`src/design/lirc_pkg.sv`:
```
// Shared constants and types for the linear interpolation rate converter.
`timescale 1ns / 1ps
package lirc_pkg;

    // Default sizes of the sample path, the phase fraction and the run cap.
    localparam int SAMPLE_BITS_DEF = 24;
    localparam int FRAC_BITS_DEF   = 16;
    localparam int MAX_RUN_DEF     = 16;

    // Width and reset value of the phase step register.
    localparam int              STEP_W     = 20;
    localparam logic [STEP_W-1:0] STEP_RESET = 20'd65536;

    // Controls from the sequencer to the interpolation unit.
    typedef struct packed {
        logic load_first;   // first sample after reset: capture as older
        logic load_second;  // second sample: capture as newer
        logic load_shift;   // later samples: shift the pair
        logic mul;          // form the product for one output
    } t_dp_ctrl;

endpackage

```
`src/design/lirc_interp_unit.sv`:
```
// Sample pair storage and the shared multiply unit for interpolation.
`timescale 1ns / 1ps
module lirc_interp_unit #(
    parameter int SAMPLE_BITS = lirc_pkg::SAMPLE_BITS_DEF,
    parameter int FRAC_BITS   = lirc_pkg::FRAC_BITS_DEF
) (
    input  logic                          i_clk,
    input  lirc_pkg::t_dp_ctrl            i_ctrl,
    input  logic signed [SAMPLE_BITS-1:0] i_sample,
    input  logic [FRAC_BITS-1:0]          i_phase_frac,
    output logic signed [SAMPLE_BITS-1:0] o_result
);
    import lirc_pkg::*;

    localparam int DIFF_W = SAMPLE_BITS + 1;
    localparam int PROD_W = DIFF_W + FRAC_BITS + 1;

    logic signed [SAMPLE_BITS-1:0] r_older;
    logic signed [SAMPLE_BITS-1:0] r_newer;
    logic signed [DIFF_W-1:0]      r_diff;
    logic signed [PROD_W-1:0]      r_prod;
    logic signed [DIFF_W-1:0]      sample_ext;
    logic signed [FRAC_BITS:0]     frac_signed;

    assign sample_ext  = DIFF_W'(i_sample);
    assign frac_signed = $signed({1'b0, i_phase_frac});

    // Pair registers updated on each input beat; the difference from the second beat on.
    always_ff @(posedge i_clk) begin
        if (i_ctrl.load_first) begin
            r_older <= i_sample;
        end
        if (i_ctrl.load_second) begin
            r_newer <= i_sample;
            r_diff  <= sample_ext - DIFF_W'(r_older);
        end
        if (i_ctrl.load_shift) begin
            r_older <= r_newer;
            r_newer <= i_sample;
            r_diff  <= sample_ext - DIFF_W'(r_newer);
        end
        // One multiply per output, registered before the final add.
        if (i_ctrl.mul) begin
            r_prod <= r_diff * frac_signed;
        end
    end

    // Selecting the bits above the fraction floors the scaled difference; the sum wraps to sample width.
    assign o_result = r_older + $signed(r_prod[FRAC_BITS +: SAMPLE_BITS]);

endmodule

```
`src/design/linear_interp_rate_converter.sv`:
```
// Top level of the push-model linear interpolation sample rate converter.
//
//  Channel   Handshake                    Payload
//  -------   --------------------------   -------------------------------
//  source    i_src_valid / o_src_ready    i_source_sample
//  result    o_out_valid / i_out_ready    o_out_sample, o_last_of_run
//  config    i_cfg_valid / o_cfg_ready    i_cfg_phase_step
//
// An input beat moves the sequencer from idle to multiply; each output then passes
// through the multiply, add and output beat states, using the single shared
// multiplier, and a run holds at most MAX_RUN outputs. A sample that yields none
// returns from the multiply state to idle. The first sample after reset only primes
// the pair; the second starts a run of outputs like any later sample. Source ready is
// low while a run is in progress; a stalled output beat holds the sequencer in place.
// Reset is synchronous and active low; the config port is always ready.
`timescale 1ns / 1ps
module linear_interp_rate_converter #(
    parameter int SAMPLE_BITS = lirc_pkg::SAMPLE_BITS_DEF,
    parameter int FRAC_BITS   = lirc_pkg::FRAC_BITS_DEF,
    parameter int MAX_RUN     = lirc_pkg::MAX_RUN_DEF
) (
    input  logic                          i_clk,
    input  logic                          i_rst_n,
    // Source sample channel
    input  logic                          i_src_valid,
    output logic                          o_src_ready,
    input  logic signed [SAMPLE_BITS-1:0] i_source_sample,
    // Result channel
    output logic                          o_out_valid,
    input  logic                          i_out_ready,
    output logic signed [SAMPLE_BITS-1:0] o_out_sample,
    output logic                          o_last_of_run,
    // Configuration channel
    input  logic                          i_cfg_valid,
    output logic                          o_cfg_ready,
    input  logic [lirc_pkg::STEP_W-1:0]   i_cfg_phase_step
);
    import lirc_pkg::*;

    localparam int PHASE_BITS = FRAC_BITS + 4;
    localparam int RUN_W      = $clog2(MAX_RUN + 1);
    localparam logic [PHASE_BITS-1:0] PHASE_ONE = PHASE_BITS'(1) << FRAC_BITS;

    // Sequencer states
    localparam logic [1:0] S_IDLE = 2'd0;
    localparam logic [1:0] S_MUL  = 2'd1;
    localparam logic [1:0] S_ADD  = 2'd2;
    localparam logic [1:0] S_WAIT = 2'd3;

    logic [1:0]                    r_state,     n_state;
    logic [1:0]                    r_prime,     n_prime;
    logic [PHASE_BITS-1:0]         r_phase,     n_phase;
    logic [RUN_W-1:0]              r_run,       n_run;
    logic                          r_last_pend, n_last_pend;
    logic                          r_out_valid, n_out_valid;
    logic                          r_out_last,  n_out_last;
    logic signed [SAMPLE_BITS-1:0] r_out_sample, n_out_sample;
    logic [STEP_W-1:0]             r_step;

    t_dp_ctrl                      dp_ctrl;
    logic signed [SAMPLE_BITS-1:0] dp_result;
    logic [PHASE_BITS-1:0]         step_trunc;
    logic [PHASE_BITS-1:0]         step_eff;
    logic [PHASE_BITS:0]           phase_sum;
    logic [PHASE_BITS-1:0]         phase_next;
    logic                          phase_ge_one;
    logic                          src_beat;

    lirc_interp_unit #(
        .SAMPLE_BITS (SAMPLE_BITS),
        .FRAC_BITS   (FRAC_BITS)
    ) u_interp (
        .i_clk        (i_clk),
        .i_ctrl       (dp_ctrl),
        .i_sample     (i_source_sample),
        .i_phase_frac (r_phase[FRAC_BITS-1:0]),
        .o_result     (dp_result)
    );

    // A zero step advances the phase by one LSB.
    assign step_trunc   = PHASE_BITS'(r_step);
    assign step_eff     = (step_trunc == '0) ? PHASE_BITS'(1) : step_trunc;
    // Phase advance saturates at all ones.
    assign phase_sum    = {1'b0, r_phase} + {1'b0, step_eff};
    assign phase_next   = phase_sum[PHASE_BITS] ? '1 : phase_sum[PHASE_BITS-1:0];
    assign phase_ge_one = |r_phase[PHASE_BITS-1:FRAC_BITS];

    assign o_src_ready = (r_state == S_IDLE);
    assign src_beat    = i_src_valid && o_src_ready;

    // Sequencer: priming, one multiply-add per output, then the output beat.
    always_comb begin
        n_state      = r_state;
        n_prime      = r_prime;
        n_phase      = r_phase;
        n_run        = r_run;
        n_last_pend  = r_last_pend;
        n_out_valid  = r_out_valid;
        n_out_last   = r_out_last;
        n_out_sample = r_out_sample;
        dp_ctrl      = '0;
        unique case (r_state)
            S_IDLE: begin
                if (src_beat) begin
                    n_run = '0;
                    if (r_prime == 2'd0) begin
                        dp_ctrl.load_first = 1'b1;
                        n_prime            = 2'd1;
                    end else if (r_prime == 2'd1) begin
                        dp_ctrl.load_second = 1'b1;
                        n_prime             = 2'd2;
                        n_phase             = '0;
                        n_state             = S_MUL;
                    end else begin
                        // Drop one whole unit, saturating at zero after a capped run.
                        dp_ctrl.load_shift = 1'b1;
                        n_phase            = phase_ge_one ? (r_phase - PHASE_ONE) : '0;
                        n_state            = S_MUL;
                    end
                end
            end
            S_MUL: begin
                if (phase_ge_one) begin
                    // Downsampling: this sample yields no output.
                    n_state = S_IDLE;
                end else begin
                    dp_ctrl.mul = 1'b1;
                    n_phase     = phase_next;
                    n_last_pend = (|phase_next[PHASE_BITS-1:FRAC_BITS])
                                  || (r_run == RUN_W'(MAX_RUN - 1));
                    n_run       = r_run + RUN_W'(1);
                    n_state     = S_ADD;
                end
            end
            S_ADD: begin
                n_out_sample = dp_result;
                n_out_last   = r_last_pend;
                n_out_valid  = 1'b1;
                n_state      = S_WAIT;
            end
            S_WAIT: begin
                if (i_out_ready) begin
                    n_out_valid = 1'b0;
                    n_state     = r_last_pend ? S_IDLE : S_MUL;
                end
            end
            default: begin
                n_state = S_IDLE;
            end
        endcase
    end

    // Control state
    always_ff @(posedge i_clk) begin
        if (!i_rst_n) begin
            r_state     <= S_IDLE;
            r_prime     <= 2'd0;
            r_phase     <= '0;
            r_run       <= '0;
            r_last_pend <= 1'b0;
            r_out_valid <= 1'b0;
            r_step      <= STEP_RESET;
        end else begin
            r_state     <= n_state;
            r_prime     <= n_prime;
            r_phase     <= n_phase;
            r_run       <= n_run;
            r_last_pend <= n_last_pend;
            r_out_valid <= n_out_valid;
            if (i_cfg_valid) begin
                r_step <= i_cfg_phase_step;
            end
        end
    end

    // Output payload register
    always_ff @(posedge i_clk) begin
        r_out_sample <= n_out_sample;
        r_out_last   <= n_out_last;
    end

    assign o_out_valid   = r_out_valid;
    assign o_out_sample  = r_out_sample;
    assign o_last_of_run = r_out_last;
    assign o_cfg_ready   = 1'b1;

endmodule

```
`config.mk`:
```
export PLATFORM = sky130hd
export DESIGN_NAME = linear_interp_rate_converter
export DESIGN_NICKNAME = d
export VERILOG_FILES = /design/src/design/lirc_pkg.sv /design/src/design/lirc_interp_unit.sv /design/src/design/linear_interp_rate_converter.sv
export SDC_FILE = /design/constraint.sdc
export NUM_CORES = 1
export LEC_CHECK = 0
export BUFFER_PORTS_ARGS = -buffer_cell sky130_fd_sc_hd__buf_4
export CAP_MARGIN = 20
export CORE_MARGIN = 1
export CORE_UTILIZATION = 60
export DETAILED_ROUTE_END_ITERATION = 6
export PLACE_DENSITY = 0.77
export SETUP_SLACK_MARGIN = 0.15
export SYNTH_ARGS = -nofsm -noshare
export SYNTH_HDL_FRONTEND = slang
export SYNTH_SLANG_ARGS = --single-unit
```
`constraint.sdc`:
```
create_clock -name i_clk -period 16.7 [get_ports i_clk]
set_input_delay 0.835 -clock i_clk [delete_from_list [all_inputs] [get_ports i_clk]]
set_output_delay 0.835 -clock i_clk [all_outputs]
set_load 0.01 [all_outputs]
```
# Yosys cells after proc, flatten, opt, wreduce, memory -nomap -nowiden
# Index checks and enable logic that the tools add are counted.
dict set report word_totals {
  mem_bits_ro 0
  memories 0
  latchBits 0
  out_inout_bits 28
  inputBits 49
  ff_bits 189
  mem_bits_rw 0
}
dict set report classes {
  order_cmp 0
  bitwise 1
  n_reduce_logical 18
  add_sub_neg 6
  multipliers 1
  eq_ne 9
  div 0
  mux 35
  n_shift 0
}
# op n
set op_table {}
lappend op_table {{$mux 20} 7}
lappend op_table {{$mux 24} 4}
lappend op_table {{$mux 25} 2}
lappend op_table {{$sub 24x24->25} 2}
lappend op_table {{$mul 25x17->40} 1}
lappend op_table {{$pmux 20 s2} 1}
lappend op_table {{$add 24x24->24} 1}
lappend op_table {{$add 20x20->21} 1}
lappend op_table {{$logic_not 20->1} 1}
lappend op_table {{$sub 20x17->20 const B} 1}
lappend op_table {{$mux 2} 7}
lappend op_table {{$mux 5} 2}
lappend op_table {{$pmux 5 s2} 1}
lappend op_table {{$reduce_bool 2->1} 5}
lappend op_table {{$reduce_and 3->1} 3}
lappend op_table {{$pmux 2 s4} 1}
lappend op_table {{$reduce_or 4->1} 2}
lappend op_table {{$mux 1} 7}
lappend op_table {{$mux 3} 2}
lappend op_table {{$ne 2x2->1 const B} 3}
lappend op_table {{$add 5x1->5 const B} 1}
lappend op_table {{$eq 5x4->1 const B} 1}
lappend op_table {{$eq 2x1->1 const B} 2}
lappend op_table {{$eq 2x2->1 const B} 2}
lappend op_table {{other kinds (8)} 10}

# Longest topological paths before layout
dict set report depth {
  depth_word 7
  mapped_depth 24
  depth_no_buf 23
}

# By module
# Synthesis repeated with hierarchy kept, for this count alone.
dict set report hier_totals {
  hier_cells 2366
  hier_area_um2 22897.0
}
# mod seq_area_each_um2 cells_each instances area_per_inst_um2
set modules_own_cells {}
lappend modules_own_cells {lirc_interp_unit 2912.8 1960 1 18969.4}
lappend modules_own_cells {linear_interp_rate_converter 1771.7 406 1 3927.5}

# Worst setup path before layout
# OpenSTA, ideal clock, no wires.
dict set report synth_path {
  path_type {flip-flop to flip-flop}
  start {register r_phase[2]}
  end {register u_interp.r_prod[37], data pin}
  n_path_buf 2
  stages_incl_launch_ff 23
  arrival_time_ns 5.902
  required_time_ns 16.442
  path_slack_ns 10.540
  setup_ns 0.258
  path_cell_list {dfxtp_1 clkbuf_1 clkbuf_1 nand2_1 fa_1 fa_1 inv_1 fa_1 fa_1 fa_1 inv_1 fa_1 inv_1 ha_1 nand2_1 or4_1 nor2_1 a31oi_1 a31oi_1 nor2b_1 o211a_1 nor2b_1 xnor2_1}
}
dict set report synth_between {
  elab_chain_cells 1
}
# item line
set synth_lines {}
lappend synth_lines {{start: declaration} linear_interp_rate_converter.sv:52} ;# logic [PHASE_BITS-1:0] r_phase, n_phase;
lappend synth_lines {{start signal: assignment} linear_interp_rate_converter.sv:166} ;# r_phase <= n_phase;
lappend synth_lines {{$mul 25x17->40} lirc_interp_unit.sv:44} ;# r_prod <= r_diff * frac_signed;
lappend synth_lines {{end signal: assignment} lirc_interp_unit.sv:44}
lappend synth_lines {{end: declaration} lirc_interp_unit.sv:21} ;# logic signed [PROD_W-1:0] r_prod;
# Every way passes these cells.
# A chain may end at the register's enable or synchronous reset.

# Final worst setup path
# Same ends and word-level chain as after synthesis.

==> impl_metrics.py <==
metrics = {
    "clock_network": {
        "htreeDepth": 4,
        "cts_tree": "built",
        "cts.reportedPaths.clkPinSlew_ps": 80,
        "cts_sinks": 173,
        "ctsHoldBuffers": 0,
        "insertion_delay_ps": 460,
        "clk_path_buf_depth": 2,
        "postCtsSetupBuffers": 0,
        "root_buffer": "clkbuf_16",
        "cts_resized": 0,
        "numCtsBuffers": 17,
    },
    "min_path": {
        "min_path_cells": 2,
        "min_path_type": "reg -> reg",
    },
    "synthesis": {
        "syn_nets": 3021,
        "seq_area_frac_synth_pct": 20.4,
        "yosys.cell_types.count": 65,
        "syn_inst": 2425,
        "synth_flop_cell": "edfxtp_1",
        "async_flop_share_pct": 0,
        "ys_warn_count": 0,
        "synth_edf_count": 122,
        "postSynthAreaPerCell_um2": 9.46,
        "syn_area_mm2": 0.0229,
        "ys_ff_latch": 173,
    },
    "finish": {
        "syn_to_final_growth_pct": 6.75,
        "drive_gt1_share_pct": 5.54,
        "diodes": 0,
        "layout.nets": 3021,
        "most-common-layout-cells": "460 x inv_1, 384 x nand2_1, 380 x fa_1",
        "layout.cells.non_filler": 2949,
        "mostFrequentLayoutCell": "inv_1",
    },
    "die": {
        "rows": 71,
        "io_pins": 77,
        "die_w_um": 198,
        "start_util_pct": 60.9,
        "coreArea_mm2": 0.0377,
        "die_h_um": 198,
        "die_area_mm2": 0.0390,
    },
    "sta": {
        "finClkSkew_ps": 16.8,
        "period_minus_slack_ps": 7360,
        "tightest_slew_ps": 1070,
        "rsz0062_at_grt": "no",
        "report.final.slew_viol_count": 0,
        "fin_setup_tns_ps": 0,
        "slew_headroom_pct": 28.6,
        "fmax_mhz": 136,
        "hold_viol": 0,
        "fin_crit_sh_pct": 44.1,
        "finalWorstSetupSlack_ps": 9340,
        "setup_violations": 0,
    },
    "global_routing": {
        "overflow": 0,
        "grt_usage_pct": 28.6,
        "antenna_found_initial": 1,
        "grt_start_max_net_pins": 51,
        "grt_pass1_wl_um": 87100,
        "grtUsageMet3_pct": 3.02,
        "grt.busiest_layer": "met2",
        "grtUsageMet1_pct": 34.7,
        "grt_pass1_vias": 18000,
        "met2_usage_pct": 51.4,
    },
    "placed_design": {
        "pre_cts_ws_ps": 9460,
        "numPortBuffers": 75,
        "hpwlAfterDp_um": 40800,
        "gp_congestion": 0.869,
        "placed_cells": 2917,
    },
    "worst_setup_path": {
        "arrival_ps": 7580,
        "critical_path_required_ps": 16910,
        "endpoint_kind": "register",
        "worst_setup_path_start_kind": "register",
        "crit_chain": "nand2_1 -> fa_1 -> fa_1 -> fa_1 -> inv_1 -> fa_1 -> fa_1 -> inv_1 -> fa_1 -> inv_1 -> ha_1 -> a211oi_1 -> o211ai_1 -> a31oi_1 -> a31oi_1 -> nor2b_1 -> o211a_1 -> nor2b_1 -> xnor2_1",
        "slowest_delay_ps": 990,
        "cp_max_fo": 27,
        "cpMostUsedCell": "fa_1",
        "reg2reg_depth": 19,
        "cp_slowest_cell": "dfxtp_1",
        "path_class": "reg -> reg",
    },
    "drt": {
        "wl_per_cell_um": 17.8,
        "route.detailed.drc": 0,
        "drtAntennaViolNets": 0,
        "vias": 16700,
        "wirelength_um": 52400,
        "viasPerCell": 5.65,
        "drtIter0Drc": 1133,
        "drtPass1Iterations": 5,
    },
    "power": {
        "powerDensity_mw_per_mm2": 74.1,
        "ir_worst_vdd_mv": 0.0774,
        "power.leakage_nw": 11.8,
    },
    "run": {
        "maxCapViolations": 0,
    },
    "run_status": {
        "status": "finished, final reports clean",
    },
}
critical path, delay by kind of cell (launching register included):
kind	cells	cell delay, ps
AND/OR/NAND/NOR	3	730
flip-flops	1	990
AO/OA/AOI/OAI	5	1780
XOR/XNOR	1	80
buffers and inverters	3	160
adder cells (fa/ha/maj)	7	3380
through the flow:
stage	total power (W)	utilization (%)	cell area, µm²	hold slack [ps]
after floorplan	0.00116	-	22900	425
after global placement	0.00133	63.3	23800	468
after detailed placement	0.00137	63.3	23800	459
after CTS	0.00181	65.0	24500	486
after global routing	0.00193	65.0	24500	490
final	0.00182	65.0	24500	496
kinds of logic (layout without fill, tap and decap cells):
kind of cell	count (synthesis)	in the layout	synth area share, %
multiplexers	22	22	0.960
adder cells (fa/ha/maj)	547	547	42.3
XOR/XNOR	92	92	3.51
buffers and inverters	567	580	9.32
flip-flops	173	173	20.4
other	1	1	0.0163
AO/OA/AOI/OAI	295	295	8.59
AND/OR/NAND/NOR	728	728	14.9
synthesized netlist by cell type, types with 11 or more instances:
cell / instances / area (µm²)
ha_1: 167 / 2090
a31oi_1: 11 / 68.8
nand3_1: 23 / 115
clkbuf_1: 105 / 394
a21o_1: 27 / 203
and2_1: 154 / 963
fa_1: 380 / 7610
xnor2_1: 66 / 578
nand2_1: 384 / 1440
nor3_1: 15 / 75.1
nor2_1: 57 / 214
dfxtp_1: 51 / 1020
inv_1: 460 / 1730
mux2i_1: 22 / 220
o21ai_0: 66 / 330
edfxtp_1: 122 / 3660
nand2b_1: 14 / 87.6
a21boi_0: 47 / 353
nor2b_1: 42 / 263
xor2_1: 26 / 228
a21oi_1: 68 / 340
cell type report:
type	count	area, µm²
multi-input cells	1685	16100
clock inverters	11	131
inverters	460	1730
clock buffers	21	514
fillers	3012	13200
well taps	511	639
flip-flops and latches	173	4680
repair buffers	88	661
state kept, by name, indices dropped and copies added, names as in the netlist, 5 cells and up, named ones only:
| register | flops |
|---|---|
| r_step | 20 |
| o_out_sample | 24 |
| r_phase | 20 |
| u_interp.r_prod | 24 |
| r_run | 5 |
| u_interp.r_newer | 24 |
| u_interp.r_older | 24 |
| u_interp.r_diff | 25 |
routing by layer:
| layer | vias up | share of wire, % |
|---|---|---|
| met3 | 160 | 5.3 |
| met2 | 601 | 52 |
| li1 | 7545 | - |
| met4 | 0 | 4.0 |
| met1 | 8367 | 39 |
| met5 | - | 0 |
power breakdown:
part           total, W  internal [W]  switching [W]
clock          0.000441      0.000243       0.000198
combinational  0.000718      0.000296       0.000422
sequential     0.000657      0.000558      0.0000991
worst paths after layout:
| check | startpoint | end | slack (ps) |
|---|---|---|---|
| min | r_phase[11] | r_phase[11] | 500 |
| max reg2reg | r_phase[2] | u_interp.r_prod[37] | 9340 |
| max | r_phase[2] | u_interp.r_prod[37] | 9340 |
| min reg2reg | r_phase[11] | r_phase[11] | 500 |
(Power assumes the default switching activity.)
